<file path="src/hdl/veo_pkg.sv">
// Shared constants and types for the vertical edge outliner.
// This file has no dependencies. All other files of the block import it.
package veo_pkg;

    localparam int MAX_LINE_WIDTH_DEF = 1024;

    localparam int LINE_WIDTH_W = 11;
    localparam int DIFF_LIMIT_W = 8;
    localparam int CHAN_W       = 8;
    localparam int PIXEL_W      = 4 * CHAN_W;
    localparam int RGB_W        = 3 * CHAN_W;

    localparam int CFG_IDX_W  = 1;
    localparam int CFG_DATA_W = LINE_WIDTH_W;

    localparam logic [CFG_IDX_W-1:0] CFG_LINE_WIDTH = 1'b0;
    localparam logic [CFG_IDX_W-1:0] CFG_DIFF_LIMIT = 1'b1;

    localparam logic [LINE_WIDTH_W-1:0] LINE_WIDTH_RST = 11'd640;
    localparam logic [DIFF_LIMIT_W-1:0] DIFF_LIMIT_RST = 8'd10;

    localparam logic [CHAN_W-1:0] CHAN_WHITE = 8'hFF;
    localparam logic [CHAN_W-1:0] CHAN_BLACK = 8'h00;

    localparam int QUEUE_DEPTH = 4;
    localparam int QPTR_W      = 2;
    localparam int QCNT_W      = 3;

    typedef enum logic {
        ACT_PIXEL = 1'b0,
        ACT_DRAIN = 1'b1
    } veo_action_t;

    typedef struct packed {
        logic               drain;
        logic               have_above;
        logic               last;
        logic [RGB_W-1:0]   cur_rgb;
        logic [PIXEL_W-1:0] above;
    } veo_entry_t;

endpackage

</file>
<file path="src/hdl/veo_queue.sv">
// Short queue between the front end and the back end.
// Holds pending work entries so that either side can stall on its own. Depends on veo_pkg.
module veo_queue
    import veo_pkg::*;
(
    input  logic              aclk,
    input  logic              aresetn,
    input  logic              push_valid,
    input  veo_entry_t        push_entry,
    output logic              pop_valid,
    input  logic              pop_ready,
    output veo_entry_t        pop_entry,
    output logic [QCNT_W-1:0] count
);

    veo_entry_t        entries [QUEUE_DEPTH];
    logic [QPTR_W-1:0] wr_ptr_reg, wr_ptr_next;
    logic [QPTR_W-1:0] rd_ptr_reg, rd_ptr_next;
    logic [QCNT_W-1:0] count_reg, count_next;
    logic              pop;

    assign pop_valid = (count_reg != '0);
    assign pop       = pop_valid && pop_ready;
    assign pop_entry = entries[rd_ptr_reg];
    assign count     = count_reg;

    always_comb begin
        wr_ptr_next = push_valid ? wr_ptr_reg + QPTR_W'(1) : wr_ptr_reg;
        rd_ptr_next = pop ? rd_ptr_reg + QPTR_W'(1) : rd_ptr_reg;
        count_next  = count_reg + QCNT_W'(push_valid) - QCNT_W'(pop);
    end

    always_ff @(posedge aclk) begin
        if (!aresetn) begin
            wr_ptr_reg <= '0;
            rd_ptr_reg <= '0;
            count_reg  <= '0;
        end else begin
            wr_ptr_reg <= wr_ptr_next;
            rd_ptr_reg <= rd_ptr_next;
            count_reg  <= count_next;
        end
    end

    always_ff @(posedge aclk) begin
        if (push_valid) begin
            entries[wr_ptr_reg] <= push_entry;
        end
    end

endmodule

</file>
<file path="config.mk">
export PLATFORM = sky130hd
export DESIGN_NAME = veo_queue
export DESIGN_NICKNAME = d
export VERILOG_FILES = /design/src/hdl/veo_pkg.sv /design/src/hdl/veo_queue.sv
export SDC_FILE = /design/constraint.sdc
export NUM_CORES = 1
export LEC_CHECK = 0
export ABC_AREA = 1
export BUFFER_PORTS_ARGS = -buffer_cell sky130_fd_sc_hd__buf_2
export CORE_MARGIN = 2
export CORE_UTILIZATION = 58
export CTS_CLUSTER_SIZE = 25
export DETAILED_ROUTE_END_ITERATION = 8
export MAX_ROUTING_LAYER = met4
export PLACE_DENSITY_LB_ADDON = 0.12
export SYNTH_ARGS = -nofsm -noshare
export SYNTH_HDL_FRONTEND = slang
export SYNTH_SLANG_ARGS = --single-unit
</file>
<file path="constraint.sdc">
create_clock -name aclk -period 4.7 [get_ports aclk]
set_input_delay 0.235 -clock aclk [delete_from_list [all_inputs] [get_ports aclk]]
set_output_delay 0.235 -clock aclk [all_outputs]
set_load 0.05 [all_outputs]
</file>
Word-level counts from Yosys, hierarchy flattened
Memories as Yosys holds them, arrays and structs flattened. A register that Yosys moved wholly into a read port is not among the register bits.
Cells that the tools add are included.
- add/sub/neg operators: 4
- $mul: 0
- divide/modulo/power cells: 0
- order comparisons: 0
- equal/unequal tests: 0
- shifts and indexed selects: 0
- multiplexer cells: 4
- bitwise logic cells: 0
- reduce and logical (&&, ||, !) cells: 2
- operators with widths (kind ; count):
    2-bit by 1-bit adder with 2-bit output, second input constant ; 2
    2-bit 2-to-1 mux ; 2
    3-bit by 1-bit adder with 3-bit output ; 1
    3-bit nonzero test ; 1
    3-bit by 1-bit subtractor with 3-bit output ; 1
    1-bit 2-to-1 mux ; 2
    1-bit logical AND ; 1
- flip-flop bits (word level): 7
- latch bits: 0
- memory bits (writable): 236
- memory bits (read-only): 0
- word-level logic and storage cells: 14
- memories: 1
- memories (memory ; words ; width ; read ports ; clocked after memory_dff ; write ports ; line ; RTL):
    entries ; 4 ; 59 ; 1 ; 1 ; 1 ; veo_queue.sv:16 ; veo_entry_t entries [QUEUE_DEPTH];

Longest topological paths before layout
Gate-level depths: netlist of the first run.
- word-level depth: 4
- gate-level depth with buffers: 9

Worst setup path after synthesis of the first run
Ideal clock, no wire load.
- kind: register to register
- start point: register wr_ptr_reg[0]
- end point: memory entries[2][0] in the netlist's numbering (enable)
- data arrival time: 1.737 ns
- path slack: 2.550 ns
- stages on the path, launching flop included: 5
- clock period less this slack: 2.150 ns
- cells stage by stage: dfxtp_1 inv_1 ha_1 nand2_1 inv_1
- RTL lines (item ; line ; RTL):
    from (decl) ; veo_queue.sv:17 ; logic [QPTR_W-1:0] wr_ptr_reg, wr_ptr_next;
    from (signal assigned) ; veo_queue.sv:39 ; wr_ptr_reg <= wr_ptr_next;
    to (decl) ; veo_queue.sv:16 ;
No word-level cell before the write port.

==> flow_summary.toml, run 1 <==
[placed_design]
place_hpwl_mm = 9.62
place.gp.congestion = 0.751
dp.cells = 935
portBuffers = 125
dpl_cell_area_um2 = 9900

[sta]
max_slew_margin = 0.218
drv_slew = 0
skew_ns = 0.00362
worst_slew_pin_slew_ns = 1.17
hold_violations = 0
hold_ws_ns = 0.0190
min_period_ns = 3.07
clock.fmax_mhz = 325
setup_tns_ns = 0
rsz0062_at_grt = "false"
fin_crit_sh = 0.654
setup_violations = 0

[grt]
grt_pass1_vias = 5671
grt_pass1_wl_mm = 28.6
grt_antenna_before_repair = 0
grt-ovfl-total = 0
grtUsageTotal = 0.228
grt_max_degree = 119

[worst_setup_path]
end_kind = "output port"
r2r_end = "entries[0][14]"
critPathSlowestCell = "inv_2"
reg2regPathDepth = 5
start_kind = "register"
regToRegStartpoint = "wr_ptr_reg[0]"
path_cells = "buf_4 > inv_2 > o21ai_0 > o22ai_1 > buf_2"
cp.buffers_inverters = 3
worstPathRequired_ns = 4.47
crit_family = "buffers and inverters"
reg2reg_setup_slack_ns = 2.53
crit_type = "register to output port"
critPathArrivalTime_ns = 2.84
cp.depth = 5
max_stage_delay_ns = 0.82
cp_max_fo = 60

[floorplan]
dieArea_um2 = 16800
coreArea_um2 = 15300
die_width_um = 130
die_h_um = 130
rows = 45
start_util = 0.599
io_pins = 126

[power_and_ir_drop]
clkPwrFrac = 0.297
seq_power_share = 0.411
p_switching_w = 0.00220
finalPower_w = 0.00619
peakVddDrop_v = 0.000382
intPower_w = 0.00399
pwr-share-comb = 0.293
power.density_nw_per_um2 = 551
p_sw_frac = 0.356
p_leak_nw = 4.05

[final_layout]
nFillCells = 981
final_area_um2 = 11200
final_cell_count_no_fill = 1039
n_antenna_cell = 0
nets = 880
drive_gt1_frac = 0.208
largest_reg_flops = 236
area_growth_pct = 22.6

[clocking]
cts-root-buf = "clkbuf_16"
cts_tree = "built"
numCtsBuffers = 25
clk_latency_ns = 0.50
cts.sinks = 245
path_clk_slew_ns = 0.06
cts_max_level = 1
clockBufferDepth = 3

[routing]
postRouteAntennaNets = 0
drt_wl_total_mm = 18.8
drtPass1Iterations = 4
avgRoutedWirePerCell_um = 18.1
viasPerCell = 5.59
drt_iter0_drc = 484
drc = 0
vias = 5813

[yosys]
synth_cell_types = 20
synth_top_area_frac = 0.772
synth_nets = 700
synth-edff-count = 236
yosysTopAreaCell = "edfxtp_1"
netlist_area_um2 = 9180
synth_ff_type = "edfxtp_1"
ys_top_cells_by_count = "236 x edfxtp_1, 123 x nor2_1, 114 x o21ai_0"
ys_ff_latch = 245
yosysMostFrequentCell = "edfxtp_1"
ys_warn_count = 0
yosys-top-cells-area = "edfxtp_1 77%, o21ai_0 6.2%, nor2_1 5.0%"
syn_inst = 630
avgSynthCellArea_um2 = 14.6
async_flop_share = 0
yosysSeqAreaShare = 0.792

[worst_hold_path]
hold_depth = 3
holdCritStartpoint = "aresetn"
hold-path-endpoint = "count[1]"
hp-class = "input port to register"

[run_status]
status = "finished, final reports clean"

[job]
max_cap_violations = 0
## tightest hold or removal path, cell delays in order
cell and delay, ns:
buf_2 0.15, nand2_1 0.06, inv_1 0.03
## worst max-delay path by stage
stage	startpoint	end	slack [ns]
finish	register	pop_entry[36]	1.63
global placement	register	pop_entry[15]	2.24
CTS	register	pop_entry[25]	1.69
floorplan	wr_ptr_reg[0]	entries[2][0]	2.55
detailed placement	register	pop_entry[53]	2.22
global route	register	pop_entry[36]	1.52
## cells by family after synthesis
logic type,after synthesis,synth area share
adders and majority gates,7,0.0104
buffers and inverters,54,0.0312
DFF,245,0.792
AOI/OAI and AO/OA,185,0.109
and+or+nand+nor,139,0.0571
## layout make-up
type | count | area (um^2) | share of cell area
clock buffer | 34 | 659 | 0.0586
clock inverter | 11 | 101 | 0.00901
inverter | 17 | 68.8 | 0.00612
multi-input combinational | 331 | 1620 | 0.144
sequential | 245 | 7270 | 0.646
tap | 211 | 264 | 0.0235
timing repair buffer | 190 | 1260 | 0.112
## metrics by stage
| step | setup WS, ns | utilization |
|---|---|---|
| floorplan | 2.55 | - |
| global placement | 2.24 | 0.646 |
| detailed placement | 2.22 | 0.646 |
| CTS | 1.69 | 0.734 |
| global route | 1.52 | 0.734 |
| finish | 1.63 | 0.734 |
## power groups by stage
stage / combinational [W] / sequential (W) / clock [W]
5_1_grt: 0.00194 / 0.00255 / 0.00194
3_3_place_gp: 0.00173 / 0.00258 / 0
3_5_place_dp: 0.00177 / 0.00259 / 0
6_report: 0.00181 / 0.00254 / 0.00184
4_1_cts: 0.00182 / 0.00254 / 0.00186
2_1_floorplan: 0.00135 / 0.00262 / 0
## layer usage
metal	routed length [um]	up-vias	global-route usage
li1	-	2710	-
met1	7830	2857	0.298
met5	0	-	-
met3	1320	34	0.0504
met2	9270	212	0.366
met4	389	0	0.0683
## what timing repair did
action | in CTS | in global routing
hold endpoints to repair | 236 | 0
buffers inserted | 0 | 0
hold buffers | 59 | 0
gates resized for setup | 0 | 0
## layout by cell type, fill, tap and decap left out, types with 2 or more instances in the layout
master	instances
a21oi_1	5
buf_2	125
buf_4	6
bufinv_16	2
clkbuf_1	9
clkbuf_16	25
clkinv_1	3
clkinv_2	6
dfxtp_1	7
dlygate4sd3_1	59
edfxtp_1	236
ha_1	6
inv_1	11
inv_2	5
nand2_1	14
nand3_1	2
nor2_1	123
o21ai_0	114
o21ai_1	6
o22ai_1	59
Power figures use the tool's default switching activity.
==> run 2, diff against run 1 <==
--- a/config.mk
+++ b/config.mk
@@ -5,10 +5,10 @@
 export SDC_FILE = /design/constraint.sdc
 export NUM_CORES = 1
 export LEC_CHECK = 0
-export ABC_AREA = 1
+export ABC_AREA = 0
 export BUFFER_PORTS_ARGS = -buffer_cell sky130_fd_sc_hd__buf_2
 export CORE_MARGIN = 2
-export CORE_UTILIZATION = 58
+export CORE_UTILIZATION = 51
 export CTS_CLUSTER_SIZE = 25
 export DETAILED_ROUTE_END_ITERATION = 8
 export MAX_ROUTING_LAYER = met4
==> constraint.sdc (replaced) <==
create_clock -name aclk -period 2.5 [get_ports aclk]
set_input_delay 0.125 -clock aclk [delete_from_list [all_inputs] [get_ports aclk]]
set_output_delay 0.125 -clock aclk [all_outputs]
set_load 0.05 [all_outputs]
==> run 2 against run 1 <==
Setup slack got worse by 1.4 ns; sequential cell count unchanged; sequential power up 93%; largest power group unchanged; routed wire length down 15%.
==> flow_summary.toml, run 2 <==
[clocking]
cts.sinks = 245
clk_latency_ns = 0.50
cts-root-buf = "clkbuf_16"
path_clk_slew_ns = 0.06
clockBufferDepth = 3
numCtsBuffers = 25
cts_tree = "built"
cts_max_level = 1

[grt]
grt_pass1_vias = 4485
grt_pass1_wl_mm = 24.4
grt_antenna_before_repair = 0
grt-ovfl-total = 0
grtUsageTotal = 0.180
grt_max_degree = 32

[worst_setup_path]
cp_max_fo = 18
critPathSlowestCell = "dfxtp_4"
max_stage_delay_ns = 0.60
worstPathRequired_ns = 2.38
regToRegStartpoint = "count[1]"
crit_type = "register to output port"
start_kind = "register"
critPathArrivalTime_ns = 2.15
end_kind = "output port"
path_cells = "buf_4 > mux4_2 > buf_2"

[final_layout]
n_antenna_cell = 0
multiInputGateArea_um2 = 1610
layout_commonest_cell = "edfxtp_1"
largest_reg_flops = 236
nFillCells = 1192
regArea_um2 = 7270
area_growth_pct = 26.9
final_area_um2 = 11400
drive_gt1_frac = 0.410
nets = 637
layout_common_cells = "236 x edfxtp_1, 125 x buf_2, 61 x dlygate4sd3_1"

[power_and_ir_drop]
intPower_w = 0.00789
pwr-share-comb = 0.254
p_sw_frac = 0.304
p_switching_w = 0.00345
clkPwrFrac = 0.315
power.density_nw_per_um2 = 994
seq_power_share = 0.432
peakVddDrop_v = 0.000805
p_leak_nw = 3.96

[yosys]
synth_ff_type = "edfxtp_1"
yosysTopAreaCell = "edfxtp_1"
ys_top_cells_by_count = "236 x edfxtp_1, 59 x mux4_2, 9 x dfxtp_1"
ys_ff_latch = 245
synth_nets = 423
synth_cell_types = 21
syn_inst = 353
yosys-top-cells-area = "edfxtp_1 79%, mux4_2 15%, dfxtp_1 2.0%"
avgSynthCellArea_um2 = 25.5
yosysMostFrequentCell = "edfxtp_1"
async_flop_share = 0
synth-edff-count = 236
netlist_area_um2 = 9000
ys_warn_count = 0
yosysSeqAreaShare = 0.808
synth_top_area_frac = 0.788

[routing]
viasPerCell = 5.21
avgRoutedWirePerCell_um = 19.6
drt_iter0_drc = 191
drtPass1Iterations = 4
postRouteAntennaNets = 0
drt_wl_total_mm = 15.9
drc = 0
vias = 4217

[sta]
drv_slew = 0
hold_violations = 0
setup_tns_ns = 0
fin_crit_sh = 0.912
max_slew_margin = 0.695
skew_ns = 0.00671
setup_violations = 0
min_period_ns = 2.28
clock.fmax_mhz = 439
rsz0062_at_grt = "false"
worst_slew_pin_slew_ns = 0.451

[placed_design]
dpl_cell_area_um2 = 10000
place.gp.congestion = 0.699
portBuffers = 125
place_hpwl_mm = 9.44

[worst_hold_path]
holdCritStartpoint = "push_valid"
hp-class = "input port to register"

[floorplan]
start_util = 0.520
coreArea_um2 = 17300
die_h_um = 137
rows = 48
io_pins = 126
die_width_um = 137
dieArea_um2 = 18700

[run_status]
status = "finished, final reports clean"

[job]
max_cap_violations = 0
[run 2: per-layer routing]
layer / up-vias / share of wire / track usage
li1: 1929 / - / -
met1: 2155 / 0.43 / 0.238
met2: 109 / 0.50 / 0.292
met3: 24 / 0.055 / 0.0333
met4: 0 / 0.016 / 0.0493
met5: - / 0 / -
[run 2: path summary, 6_finish.rpt]
path | cells after the start | slack [ns] | end
max | 3 | 0.22 | pop_entry[44]
min | 3 | 0.04 | wr_ptr_reg[1]
max reg2reg | 7 | 0.46 | count[2]
min reg2reg | 2 | 0.46 | register
[run 2: worst max-delay path, delay by kind of cell (launching register included)]
family | cells | cell delay, ns
flip-flops | 1 | 0.60
buffers and inverters | 2 | 0.49
multiplexers | 1 | 0.55
[run 2: kinds of logic after synthesis]
kind of cell    after synthesis  share of synthesized area
buf+inv                      20                     0.0149
flops                       245                      0.808
simple gates                 14                    0.00918
fa+ha+maj                     7                     0.0106
xor+xnor                      2                    0.00348
compound gates                2                    0.00195
mux                          63                      0.152
[run 2: cell type report]
class                           instances  share of cell area
Clock inverter                         16              0.0133
Timing Repair Buffer                  201               0.126
Inverter                                6             0.00197
Sequential cell                       245               0.637
Clock buffer                           29              0.0561
Tap cell                              225              0.0247
Multi-Input combinational cell         88               0.141
[run 2: power groups by stage]
| stage | registers [W] | logic (W) | clock network [W] |
|---|---|---|---|
| 6_report | 0.00490 | 0.00288 | 0.00357 |
| 5_1_grt | 0.00493 | 0.00304 | 0.00382 |
| 4_1_cts | 0.00491 | 0.00293 | 0.00365 |
| 3_5_place_dp | 0.00499 | 0.00284 | 0 |
| 3_3_place_gp | 0.00498 | 0.00282 | 0 |
| 2_1_floorplan | 0.00495 | 0.00225 | 0 |
[run 2: what timing repair did]
item                                   4_1_cts  5_1_grt
endpoints found under the hold margin      245        0
hold buffers                                61        0
gates resized for setup                      0        0
buffers inserted                             0        0
[run 2: through the flow]
step	setup slack [ns]	util	instances	hold slack (ns)	total power [W]
6_report	0.221	0.660	810	0.0357	0.0113
5_1_grt	0.0975	0.660	810	0.0493	0.0118
4_1_cts	0.154	0.660	810	0.0186	0.0115
3_5_place_dp	0.455	0.579	704	0.340	0.00784
3_3_place_gp	0.534	0.579	704	0.333	0.00779
2_1_floorplan	0.143	-	353	0.224	0.00720
