--- src/hdl/veo_pkg.sv ---
// Shared constants and types for the vertical edge outliner.
// This file has no dependencies. All other files of the block import it.
package veo_pkg;

    localparam int MAX_LINE_WIDTH_DEF = 1024;

    localparam int LINE_WIDTH_W = 11;
    localparam int DIFF_LIMIT_W = 8;
    localparam int CHAN_W       = 8;
    localparam int PIXEL_W      = 4 * CHAN_W;
    localparam int RGB_W        = 3 * CHAN_W;

    localparam int CFG_IDX_W  = 1;
    localparam int CFG_DATA_W = LINE_WIDTH_W;

    localparam logic [CFG_IDX_W-1:0] CFG_LINE_WIDTH = 1'b0;
    localparam logic [CFG_IDX_W-1:0] CFG_DIFF_LIMIT = 1'b1;

    localparam logic [LINE_WIDTH_W-1:0] LINE_WIDTH_RST = 11'd640;
    localparam logic [DIFF_LIMIT_W-1:0] DIFF_LIMIT_RST = 8'd10;

    localparam logic [CHAN_W-1:0] CHAN_WHITE = 8'hFF;
    localparam logic [CHAN_W-1:0] CHAN_BLACK = 8'h00;

    localparam int QUEUE_DEPTH = 4;
    localparam int QPTR_W      = 2;
    localparam int QCNT_W      = 3;

    typedef enum logic {
        ACT_PIXEL = 1'b0,
        ACT_DRAIN = 1'b1
    } veo_action_t;

    typedef struct packed {
        logic               drain;
        logic               have_above;
        logic               last;
        logic [RGB_W-1:0]   cur_rgb;
        logic [PIXEL_W-1:0] above;
    } veo_entry_t;

endpackage

--- src/hdl/veo_back.sv ---
// Back end: compares each queued pixel with the pixel above and forms the output word.
// Ends in an output register that loads whenever it is empty or being taken. Depends on veo_pkg.
module veo_back
    import veo_pkg::*;
(
    input  logic                    aclk,
    input  logic                    aresetn,
    input  logic [DIFF_LIMIT_W-1:0] diff_limit,
    input  logic                    pop_valid,
    output logic                    pop_ready,
    input  veo_entry_t              pop_entry,
    output logic                    m_tvalid,
    input  logic                    m_tready,
    output logic [PIXEL_W-1:0]      m_tdata,   // red, green, blue, alpha
    output logic                    m_tlast    // frame_end
);

    function automatic logic chan_differs(input logic [CHAN_W-1:0] a,
                                          input logic [CHAN_W-1:0] b,
                                          input logic [DIFF_LIMIT_W-1:0] lim);
        logic [CHAN_W-1:0] d;
        d = (a >= b) ? (a - b) : (b - a);
        return (d >= lim);
    endfunction

    logic               m_valid_reg, m_valid_next;
    logic [PIXEL_W-1:0] m_data_reg, m_data_next;
    logic               m_last_reg, m_last_next;
    logic               load;
    logic               edge_found;
    logic [CHAN_W-1:0]  edge_value;

    assign pop_ready = !m_valid_reg || m_tready;
    assign load      = pop_valid && pop_ready;

    always_comb begin
        edge_found =
            chan_differs(pop_entry.above[CHAN_W-1:0],
                         pop_entry.cur_rgb[CHAN_W-1:0], diff_limit) ||
            chan_differs(pop_entry.above[2*CHAN_W-1:CHAN_W],
                         pop_entry.cur_rgb[2*CHAN_W-1:CHAN_W], diff_limit) ||
            chan_differs(pop_entry.above[3*CHAN_W-1:2*CHAN_W],
                         pop_entry.cur_rgb[3*CHAN_W-1:2*CHAN_W], diff_limit);
        edge_value = edge_found ? CHAN_BLACK : CHAN_WHITE;

        m_data_next = m_data_reg;
        m_last_next = m_last_reg;
        if (load) begin
            m_data_next[PIXEL_W-1:RGB_W] = pop_entry.above[PIXEL_W-1:RGB_W];
            if (pop_entry.drain) begin
                m_last_next = pop_entry.last;
                if (pop_entry.have_above) begin
                    m_data_next[RGB_W-1:0] = {CHAN_WHITE, CHAN_WHITE, CHAN_WHITE};
                end else begin
                    m_data_next[RGB_W-1:0] = pop_entry.above[RGB_W-1:0];
                end
            end else begin
                m_last_next            = 1'b0;
                m_data_next[RGB_W-1:0] = {edge_value, edge_value, edge_value};
            end
        end

        if (load) begin
            m_valid_next = 1'b1;
        end else if (m_tready) begin
            m_valid_next = 1'b0;
        end else begin
            m_valid_next = m_valid_reg;
        end
    end

    always_ff @(posedge aclk) begin
        if (!aresetn) begin
            m_valid_reg <= 1'b0;
        end else begin
            m_valid_reg <= m_valid_next;
        end
    end

    always_ff @(posedge aclk) begin
        m_data_reg <= m_data_next;
        m_last_reg <= m_last_next;
    end

    assign m_tvalid = m_valid_reg;
    assign m_tdata  = m_data_reg;
    assign m_tlast  = m_last_reg;

endmodule

--- config.mk ---
export PLATFORM = sky130hd
export DESIGN_NAME = veo_back
export DESIGN_NICKNAME = d
export VERILOG_FILES = /design/src/hdl/veo_pkg.sv /design/src/hdl/veo_back.sv
export SDC_FILE = /design/constraint.sdc
export NUM_CORES = 1
export LEC_CHECK = 0
export BUFFER_PORTS_ARGS = -buffer_cell sky130_fd_sc_hd__buf_2
export CAP_MARGIN = 20
export CORE_MARGIN = 2
export CORE_UTILIZATION = 58
export DETAILED_ROUTE_END_ITERATION = 10
export PLACE_DENSITY = 0.95
export SYNTH_ARGS = -nofsm -noshare
export SYNTH_HDL_FRONTEND = slang
export SYNTH_SLANG_ARGS = --single-unit
--- constraint.sdc ---
create_clock -name aclk -period 7.1 [get_ports aclk]
set_input_delay 2.13 -clock aclk [delete_from_list [all_inputs] [get_ports aclk]]
set_output_delay 2.13 -clock aclk [all_outputs]
set_load 0.02 [all_outputs]
---- Word level (Yosys, flattened, before mapping) ----
Cells that the tools add are included.
word-level totals
  bits in registers ....................... 34
  input port bits ......................... 71
  word-level logic and storage cells ...... 29
cells by class
  $add $sub $neg .......................... 6
  order comparisons ....................... 6
  multiplexer cells ....................... 8
  reduce and logical (&&, ||, !) cells .... 6
operator list
  kind                               count
  greater-or-equal comparator 8 bit  6
  two-way mux 24 bit                 2
  subtractor 8 bit                   6
  two-way mux 8 bit                  4
  logical OR 1 bit                   3
  two-way mux 1 bit                  2
  nonzero test 2 bit                 1
  logical AND 1 bit                  1
  logical NOT 1 bit                  1

---- Logic depth before layout (Yosys ltp) ----
Gate-level depths: netlist of the first run.
  depth in word-level cells ............... 7
  gate-level depth with buffers ........... 17

---- Worst setup path after synthesis of the first run ----
Ideal clock, no wire load.
  path kind ............................... input port to flip-flop
  start point ............................. input port pop_entry[0] (netlist name)
  end point ............................... register m_data_reg[10] (netlist: m_tdata[10]) (data pin)
  path slack .............................. 1.687 ns
  arrival ................................. 5.270 ns
  path buffers ............................ 2
  cell stages on the path ................. 17
  path through ............................ inv_1 ha_1 inv_1 fa_1 a21o_1 a21oi_1 o311a_1 buf_2 mux2i_1 xor2_1 ha_1 a222oi_1 o21ai_1 a2111oi_4 o221ai_2 buf_6 o21ai_2
on the way
  longest elaborated chain between the ends .. 7
  elaborated cells on any way between the ends .. 9
  classes of those cells .................. add/sub: 2; order compare: 2; mux: 3; reduce/logical: 2
RTL lines
  element                                                                line            source
  start, declared                                                        veo_back.sv:11  input veo_entry_t pop_entry,
  subtractor 8 bit or greater-or-equal comparator 8 bit (tied branches)  veo_back.sv:22  d = (a >= b) ? (a - b) : (b - a);
  two-way mux 8 bit (*)                                                  veo_back.sv:22
  greater-or-equal comparator 8 bit (*)                                  veo_back.sv:23  return (d >= lim);
  logical OR 1 bit (*)                                                   veo_back.sv:39  pop_entry.cur_rgb[CHAN_W-1:0], diff_limit) ||
  logical OR 1 bit (*)                                                   veo_back.sv:41  pop_entry.cur_rgb[2*CHAN_W-1:CHAN_W], diff_limit) ||
  two-way mux 8 bit (*)                                                  veo_back.sv:44  edge_value = edge_found ? CHAN_BLACK : CHAN_WHITE;
  two-way mux 24 bit (*)                                                 veo_back.sv:50  if (pop_entry.drain) begin
  end signal, assigned                                                   veo_back.sv:81  m_data_reg <= m_data_next;
  end, declared                                                          veo_back.sv:27  logic [PIXEL_W-1:0] m_data_reg, m_data_next;
Every way passes the cells marked *; elsewhere a longest branch is shown, timed or not.
A chain may end at the register's enable or synchronous reset.

---- Worst setup path after layout of the first run ----
  start point ............................. input port pop_entry[0] (netlist name)
  end point ............................... register m_data_reg[23] (netlist: m_tdata[23]) (data pin)
The elaborated chain is that of the path after synthesis.

==> flow_metrics.py, run 1 <==
metrics = {
    "routing": {
        "antenna_left": 0,
        "post_drt_via_cell_ratio": 5.88,
        "num_vias": 3380,
        "drt-initial-drc-count": 226,
        "drt_drc_violations_left": 0,
        "drt-total-wl_um": 9450,
        "avgRoutedWirePerCell_um": 16.4,
        "drt-pass1-iter-count": 6,
    },
    "global_route": {
        "grt_pass1_wl_um": 15500,
        "gr-total-overflow": 0,
        "grtUsageMet3_pct": 3.40,
        "grt_util_all_layers_pct": 26.3,
        "grtUsageMet2_pct": 46.7,
        "global_route.usage.met1_pct": 31.6,
        "grt_max_degree": 34,
        "antenna_found_initial": 0,
        "vias_in_the_first_global_route": 3438,
        "grt_busiest_layer": "met2",
    },
    "worst_setup_path": {
        "cp.required_ps": 7220,
        "worst_setup_path_start_kind": "input port",
        "r2r-start": "m_tvalid",
        "timing.critical_path.to_type": "flip-flop",
        "r2r.worst_path.cells": 3,
        "cp_slowest_stage_delay_ps": 430,
        "critPathMaxFanout": 13,
        "critPathKind": "in -> reg",
        "critPathSlowestCell": "sky130_fd_sc_hd__o311a_1",
        "crit_end": "m_tdata[23]",
        "ff2ff_setup_slack_ps": 5800,
        "critPathLaunch": "pop_entry[0]",
        "cp_data_arrival_time_ps": 6220,
        "path_cells": "buf_2 -> inv_1 -> ha_1 -> inv_1 -> fa_1 -> a21o_1 -> a21oi_1 -> o311a_1 -> mux2i_1 -> xor2_1 -> ha_1 -> a222oi_1 -> o21ai_1 -> a2111oi_4 -> o221ai_2 -> buf_4 -> o21ai_0",
        "r2r-end": "m_tdata[9]",
    },
    "cts": {
        "clock_tree.root_cell": "sky130_fd_sc_hd__clkbuf_8",
        "clock_transition_at_the_registers_of_the_reported_paths_ps": 70,
        "cts_resized": 0,
        "clkSinkCount": 34,
        "post-cts-setup-buffers": 0,
        "cts-root-to-sink-buffers": 2,
        "cts_tree": "built",
        "hold_buffers": 0,
        "insertion_delay_ps": 290,
        "clock_tree.htree_level_count": 2,
        "cts-buffers-inserted": 5,
    },
    "power_and_ir_drop": {
        "vdd_ir_drop_max_uv": 213,
        "static-leakage-power_nw": 2.33,
        "post-layout-total-power_uw": 801,
        "cellPowerDensity_nw_per_um2": 180,
    },
    "flow_run": {
        "timing.max_cap.violations": 0,
    },
    "yosys": {
        "synth-edff-count": 33,
        "synth_seq_area_share_pct": 26.6,
        "synth_cells": 403,
        "synth-seq-cells": 34,
        "synth.avg_cell_area_um2": 9.45,
        "post_synth_instance_area_um2": 3810,
        "synthDistinctLibCells": 40,
        "synthesis.yosys.warnings": 0,
        "synth_async_sr_flop_share_pct": 0,
        "synth_fp_nets": 549,
        "synth_flop_cell": "sky130_fd_sc_hd__edfxtp_1",
    },
    "timing": {
        "report.final.setup_viol": 0,
        "finalHoldWorstSlack_ps": 567,
        "totalNegativeSetupSlack_ps": 0,
        "fmax_ghz": 0.164,
        "drv_slew": 0,
        "timing.final.crit_share_pct": 86.0,
        "grt_setup_unrepaired": "no",
        "slew-limit-headroom_pct": 44.9,
        "report.final.hold_viol_count": 0,
        "final.min_clock_period_ps": 6110,
        "fin_skew_ps": 6.74,
        "worst-slew-pin-transition_ps": 826,
    },
    "layout": {
        "final_cells": 575,
        "most_frequent_cells_in_the_layout": "105 x sky130_fd_sc_hd__buf_2, 69 x sky130_fd_sc_hd__ha_1, 60 x sky130_fd_sc_hd__inv_1",
        "final_area_um2": 4460,
        "fill_cells": 489,
        "final_layout_size_suffix_gt1_share_pct": 28.7,
        "final_common_cell": "sky130_fd_sc_hd__buf_2",
        "design.final.nets": 643,
        "diodes": 0,
        "syn_to_final_growth_pct": 17.1,
    },
    "floorplan": {
        "die_area_um2": 7230,
        "initial_core_util_pct": 60.0,
        "floorplan.io_pins": 106,
        "dieWidth_um": 85.0,
        "die_height_um": 85.0,
        "coreArea_um2": 6350,
        "core.rowCount": 29,
    },
    "place": {
        "numPortBuffers": 105,
        "place.gp.congestion": 0.927,
        "place_area_um2": 4350,
        "total_half_perimeter_wirelength_after_legalization_and_detailed_placement_um": 7540,
        "place.detailed.instances": 567,
    },
    "worst_hold_path": {
        "hold_path_class": "reg -> reg",
        "hold-path-cell-count": 2,
    },
    "outcome": {
        "run_status": "finished clean",
    },
}
per-layer routing:
metal / wire (µm) / vias to the layer above
li1: - / 1618
met1: 3720 / 1565
met2: 4800 / 161
met3: 592 / 36
met4: 340 / 0
met5: 0 / -
critical path, delay by kind of cell:
kind                     cells  cell delay, ps
XOR/XNOR                     1             190
multiplexers                 1             260
AO/OA/AOI/OAI                8            2220
adder cells (fa/ha/maj)      3             830
buffers and inverters        4             570
Yosys cell counts (2+ instances only):
cell / n / area, µm²
sky130_fd_sc_hd__nand2b_1: 4 / 25.0
sky130_fd_sc_hd__nor2_1: 3 / 11.3
sky130_fd_sc_hd__mux2i_1: 18 / 180
sky130_fd_sc_hd__fa_1: 6 / 120
sky130_fd_sc_hd__buf_6: 2 / 22.5
sky130_fd_sc_hd__edfxtp_1: 33 / 991
sky130_fd_sc_hd__nand4_1: 2 / 12.5
sky130_fd_sc_hd__nand3b_1: 4 / 30.0
sky130_fd_sc_hd__a31oi_1: 6 / 37.5
sky130_fd_sc_hd__a41o_1: 3 / 30.0
sky130_fd_sc_hd__xnor2_1: 9 / 78.8
sky130_fd_sc_hd__and2_1: 2 / 12.5
sky130_fd_sc_hd__or2_1: 2 / 12.5
sky130_fd_sc_hd__a21o_1: 21 / 158
sky130_fd_sc_hd__inv_1: 60 / 225
sky130_fd_sc_hd__nand2_1: 14 / 52.6
sky130_fd_sc_hd__clkbuf_1: 8 / 30.0
sky130_fd_sc_hd__o311a_1: 3 / 30.0
sky130_fd_sc_hd__clkbuf_2: 2 / 10.0
sky130_fd_sc_hd__o21ai_2: 20 / 175
sky130_fd_sc_hd__a221oi_1: 2 / 17.5
sky130_fd_sc_hd__nand3_1: 4 / 20.0
sky130_fd_sc_hd__ha_1: 69 / 863
sky130_fd_sc_hd__a211oi_1: 7 / 52.6
sky130_fd_sc_hd__buf_2: 9 / 45.0
sky130_fd_sc_hd__xor2_1: 9 / 78.8
sky130_fd_sc_hd__a21oi_1: 29 / 145
sky130_fd_sc_hd__mux2_2: 3 / 33.8
sky130_fd_sc_hd__o21ai_0: 38 / 190
registers in the layout, indices dropped and copies added, names as in the netlist:
signal / count
m_tvalid: 1
m_tlast: 1
m_tdata: 32
power breakdown:
group	internal, mW	switching, mW	total [mW]	leakage [nW]
sequential	0.250	0.00596	0.256	0.331
clock	0.103	0.0679	0.171	0.0579
combinational	0.151	0.223	0.374	1.94
total	0.505	0.297	0.801	2.33
how the worst min path moves through the flow:
| stage | slack, ps | to | from |
|---|---|---|---|
| detailed placement | 560 | m_tvalid | m_tvalid |
| global route | 590 | m_tvalid | m_tvalid |
| floorplan | 750 | m_tvalid | m_tvalid |
| CTS | 570 | m_tvalid | m_tvalid |
| finish | 570 | m_tvalid | m_tvalid |
| global placement | 500 | m_tvalid | m_tvalid |
stage by stage:
stage	utilization [%]	setup WS, ps
2_1_floorplan	-	1690
3_3_place_gp	68.5	998
3_5_place_dp	68.5	805
4_1_cts	70.2	1070
5_1_grt	70.2	679
6_report	70.2	995
cells by family (layout without fill, tap and decap cells):
logic type	after synthesis	in the layout	share of synthesized area [%]
AOI/OAI and AO/OA	135	135	23.9
buffers and inverters	81	176	8.74
adders and majority gates	75	75	25.8
and+or+nand+nor	39	39	5.26
DFF	34	34	26.6
muxes	21	21	5.62
xor gates and xnor gates	18	18	4.14
area by class of cell:
cell class / instances / area, µm² / share of cell area [%]
Clock buffer: 5 / 68.8 / 1.54
Sequential cell: 34 / 1010 / 22.7
Multi-Input combinational cell: 288 / 2470 / 55.4
Clock inverter: 3 / 40.0 / 0.898
Inverter: 60 / 225 / 5.05
Tap cell: 77 / 96.3 / 2.16
Timing Repair Buffer: 108 / 548 / 12.3
No activity file was read; power rests on OpenSTA's default activity.
==> run 2, diff against run 1 <==
Settings changed: ABC_AREA set to 1, CORE_UTILIZATION 58 to 40, PLACE_DENSITY 0.95 to 0.73.
==> flow_metrics.py, run 2 <==
metrics = {
    "routing": {
        "drt-pass1-iter-count": 4,
        "drt-initial-drc-count": 187,
        "drt-total-wl_um": 10300,
        "antenna_left": 0,
        "avgRoutedWirePerCell_um": 11.2,
        "post_drt_via_cell_ratio": 4.60,
        "drt_drc_violations_left": 0,
        "num_vias": 4233,
    },
    "power_and_ir_drop": {
        "cellPowerDensity_nw_per_um2": 164,
        "vdd_ir_drop_max_uv": 101,
        "post-layout-total-power_uw": 881,
        "static-leakage-power_nw": 3.19,
    },
    "timing": {
        "fin_skew_ps": 7.60,
        "slew-limit-headroom_pct": 29.1,
        "fmax_ghz": 0.203,
        "worst-slew-pin-transition_ps": 1060,
        "drv_slew": 0,
        "report.final.setup_viol": 0,
        "totalNegativeSetupSlack_ps": 0,
        "final.min_clock_period_ps": 4930,
        "timing.final.crit_share_pct": 69.4,
        "report.final.hold_viol_count": 0,
        "grt_setup_unrepaired": "no",
    },
    "yosys": {
        "synth-seq-cells": 34,
        "synth_async_sr_flop_share_pct": 0,
        "yosysTopAreaCellShare_pct": 21.6,
        "synthesis.yosys.warnings": 0,
        "yosys.cell_count.top_type": "sky130_fd_sc_hd__nand2_1",
        "synthDistinctLibCells": 31,
        "synth_flop_cell": "sky130_fd_sc_hd__edfxtp_1",
        "synth_fp_nets": 823,
        "synth.area.top_cells": "sky130_fd_sc_hd__edfxtp_1 22%, sky130_fd_sc_hd__nand2_1 19%, sky130_fd_sc_hd__ha_1 19%",
        "synth.avg_cell_area_um2": 6.77,
        "post_synth_instance_area_um2": 4580,
        "synth-edff-count": 33,
        "synth_largest_area_cell": "sky130_fd_sc_hd__edfxtp_1",
        "synth_seq_area_share_pct": 22.1,
        "synth_top_cells_by_count": "232 x sky130_fd_sc_hd__nand2_1, 148 x sky130_fd_sc_hd__inv_1, 69 x sky130_fd_sc_hd__ha_1, 33 x sky130_fd_sc_hd__edfxtp_1, 33 x sky130_fd_sc_hd__nand2_2",
        "synth_cells": 677,
    },
    "worst_setup_path": {
        "cp.required_ps": 7090,
        "ff2ff_setup_slack_ps": 5530,
        "r2r-end": "m_tdata[1]",
        "critPathMaxFanout": 24,
        "critPathKind": "in -> reg",
        "r2r-start": "m_tvalid",
        "worst_setup_path_start_kind": "input port",
        "timing.critical_path.to_type": "flip-flop",
        "cp_data_arrival_time_ps": 4920,
        "r2r.worst_path.cells": 1,
    },
    "cts": {
        "cts-buffers-inserted": 5,
        "cts_tree": "built",
        "cts-root-to-sink-buffers": 2,
        "insertion_delay_ps": 280,
        "clkSinkCount": 34,
        "clock_transition_at_the_registers_of_the_reported_paths_ps": 50,
        "hold_buffers": 0,
        "post-cts-setup-buffers": 0,
        "cts_resized": 0,
        "clock_tree.htree_level_count": 2,
        "clock_tree.root_cell": "sky130_fd_sc_hd__clkbuf_16",
    },
    "global_route": {
        "antenna_found_initial": 0,
        "grt_util_all_layers_pct": 17.5,
        "gr-total-overflow": 0,
        "grt_pass1_wl_um": 18300,
        "grt_max_degree": 34,
        "vias_in_the_first_global_route": 4085,
    },
    "flow_run": {
        "timing.max_cap.violations": 0,
    },
    "place": {
        "place.gp.congestion": 0.845,
        "total_half_perimeter_wirelength_after_legalization_and_detailed_placement_um": 8530,
        "numPortBuffers": 105,
    },
    "floorplan": {
        "die_height_um": 111,
        "coreArea_um2": 11300,
        "core.rowCount": 39,
        "dieWidth_um": 111,
        "initial_core_util_pct": 40.5,
        "floorplan.io_pins": 106,
        "die_area_um2": 12300,
    },
    "layout": {
        "diodes": 0,
        "largest_register_ffs": 32,
        "final_common_cell": "sky130_fd_sc_hd__nand2_1",
        "final_layout_size_suffix_gt1_share_pct": 20.8,
        "design.final.nets": 923,
        "syn_to_final_growth_pct": 17.0,
        "most_frequent_cells_in_the_layout": "232 x sky130_fd_sc_hd__nand2_1, 148 x sky130_fd_sc_hd__inv_1, 105 x sky130_fd_sc_hd__buf_2",
    },
    "worst_hold_path": {
        "hold_path_class": "reg -> reg",
        "hold-path-endpoint": "m_tvalid",
        "hold-path-cell-count": 2,
        "startpoint_of_the_most_critical_hold_path": "m_tvalid",
    },
    "outcome": {
        "run_status": "finished clean",
    },
}
[run 2: cell types whose count changed in the layout (fill, tap and decap cells not counted), moves of 5 or more]
| cell | change |
|---|---|
| sky130_fd_sc_hd__inv_1 | +88 |
| sky130_fd_sc_hd__a31oi_1 | -6 |
| sky130_fd_sc_hd__clkbuf_16 | +5 |
| sky130_fd_sc_hd__o21ai_2 | -20 |
| sky130_fd_sc_hd__nor2_1 | +10 |
| sky130_fd_sc_hd__mux2i_1 | -18 |
| sky130_fd_sc_hd__nand2_1 | +218 |
| sky130_fd_sc_hd__nand2_2 | +33 |
| sky130_fd_sc_hd__nand3_1 | +28 |
| sky130_fd_sc_hd__o21ai_0 | -14 |
| sky130_fd_sc_hd__a21o_1 | -21 |
| sky130_fd_sc_hd__a211oi_1 | -7 |
[run 2: cell families (layout without fill, tap and decap cells)]
group           after synthesis  after routing  synth area share (%)
xor+xnor                     18             18                  3.44
flops                        34             34                  22.1
simple gates                328            328                  31.6
compound gates               58             58                  6.85
fa+ha+maj                    75             75                  21.5
buf+inv                     164            265                  14.7
[run 2: worst max path at each step]
stage / from / end / slack (ps) / cells after the start
CTS: pop_entry[8] / m_tdata[1] / 2180 / 23
global placement: pop_entry[8] / m_tdata[1] / 1940 / 23
floorplan: pop_entry[8] / m_tdata[10] / 2580 / 23
detailed placement: pop_entry[8] / m_tdata[23] / 1870 / 23
finish: pop_entry[8] / m_tdata[1] / 2170 / 23
global route: pop_entry[8] / m_tdata[1] / 1790 / 23
[run 2: layer usage]
metal  part of all wire (%)  up-vias  track usage (%)
met5                      0        -                0
met4                  0.078        0             1.48
met3                    5.8        2             3.23
met2                     44      119             29.6
met1                     50     1849             24.4
li1                       -     2263                -
[run 2: where the power goes]
part | internal, mW | switching [mW] | leakage [nW]
clock | 0.139 | 0.0863 | 0.0729
combinational | 0.154 | 0.251 | 2.79
sequential | 0.245 | 0.00489 | 0.331
total | 0.538 | 0.343 | 3.19
[run 2: layout make-up]
cell class,instances,area [µm²]
Inverter,152,583
Fill cell,1173,5960
Clock buffer,6,139
Timing Repair Buffer,105,526
Clock inverter,2,12.5
Sequential cell,34,1010
Multi-Input combinational cell,479,2910
Tap cell,143,179
[run 2: metrics by stage]
step	setup slack (ps)	util [%]	cells	cell area [µm²]	hold WS, ps
6_report	2170	47.4	921	5360	552
5_1_grt	1790	47.4	921	5360	606
4_1_cts	2180	47.4	921	5360	556
3_5_place_dp	1870	46.0	913	5210	549
3_3_place_gp	1940	46.0	913	5210	538
2_1_floorplan	2580	-	677	4580	729
[run 2: worst max-delay path, stage by stage]
cell and delay, ps:
sky130_fd_sc_hd__buf_2 110, sky130_fd_sc_hd__inv_1 50, sky130_fd_sc_hd__ha_1 130, sky130_fd_sc_hd__inv_1 60, sky130_fd_sc_hd__fa_1 410, sky130_fd_sc_hd__nand3_1 100
sky130_fd_sc_hd__nand2_2 90, sky130_fd_sc_hd__nand2_1 80, sky130_fd_sc_hd__nand2_2 60, sky130_fd_sc_hd__nor2_4 220, sky130_fd_sc_hd__inv_4 80, sky130_fd_sc_hd__nand2_1 60
sky130_fd_sc_hd__nand2_1 50, sky130_fd_sc_hd__ha_1 290, sky130_fd_sc_hd__nand2_1 50, sky130_fd_sc_hd__nand3b_1 80, sky130_fd_sc_hd__nand2_1 50, sky130_fd_sc_hd__nand2_1 50
sky130_fd_sc_hd__nand2_1 40, sky130_fd_sc_hd__nand2_1 50, sky130_fd_sc_hd__inv_1 40, sky130_fd_sc_hd__nand2_2 500, sky130_fd_sc_hd__nand2_1 120
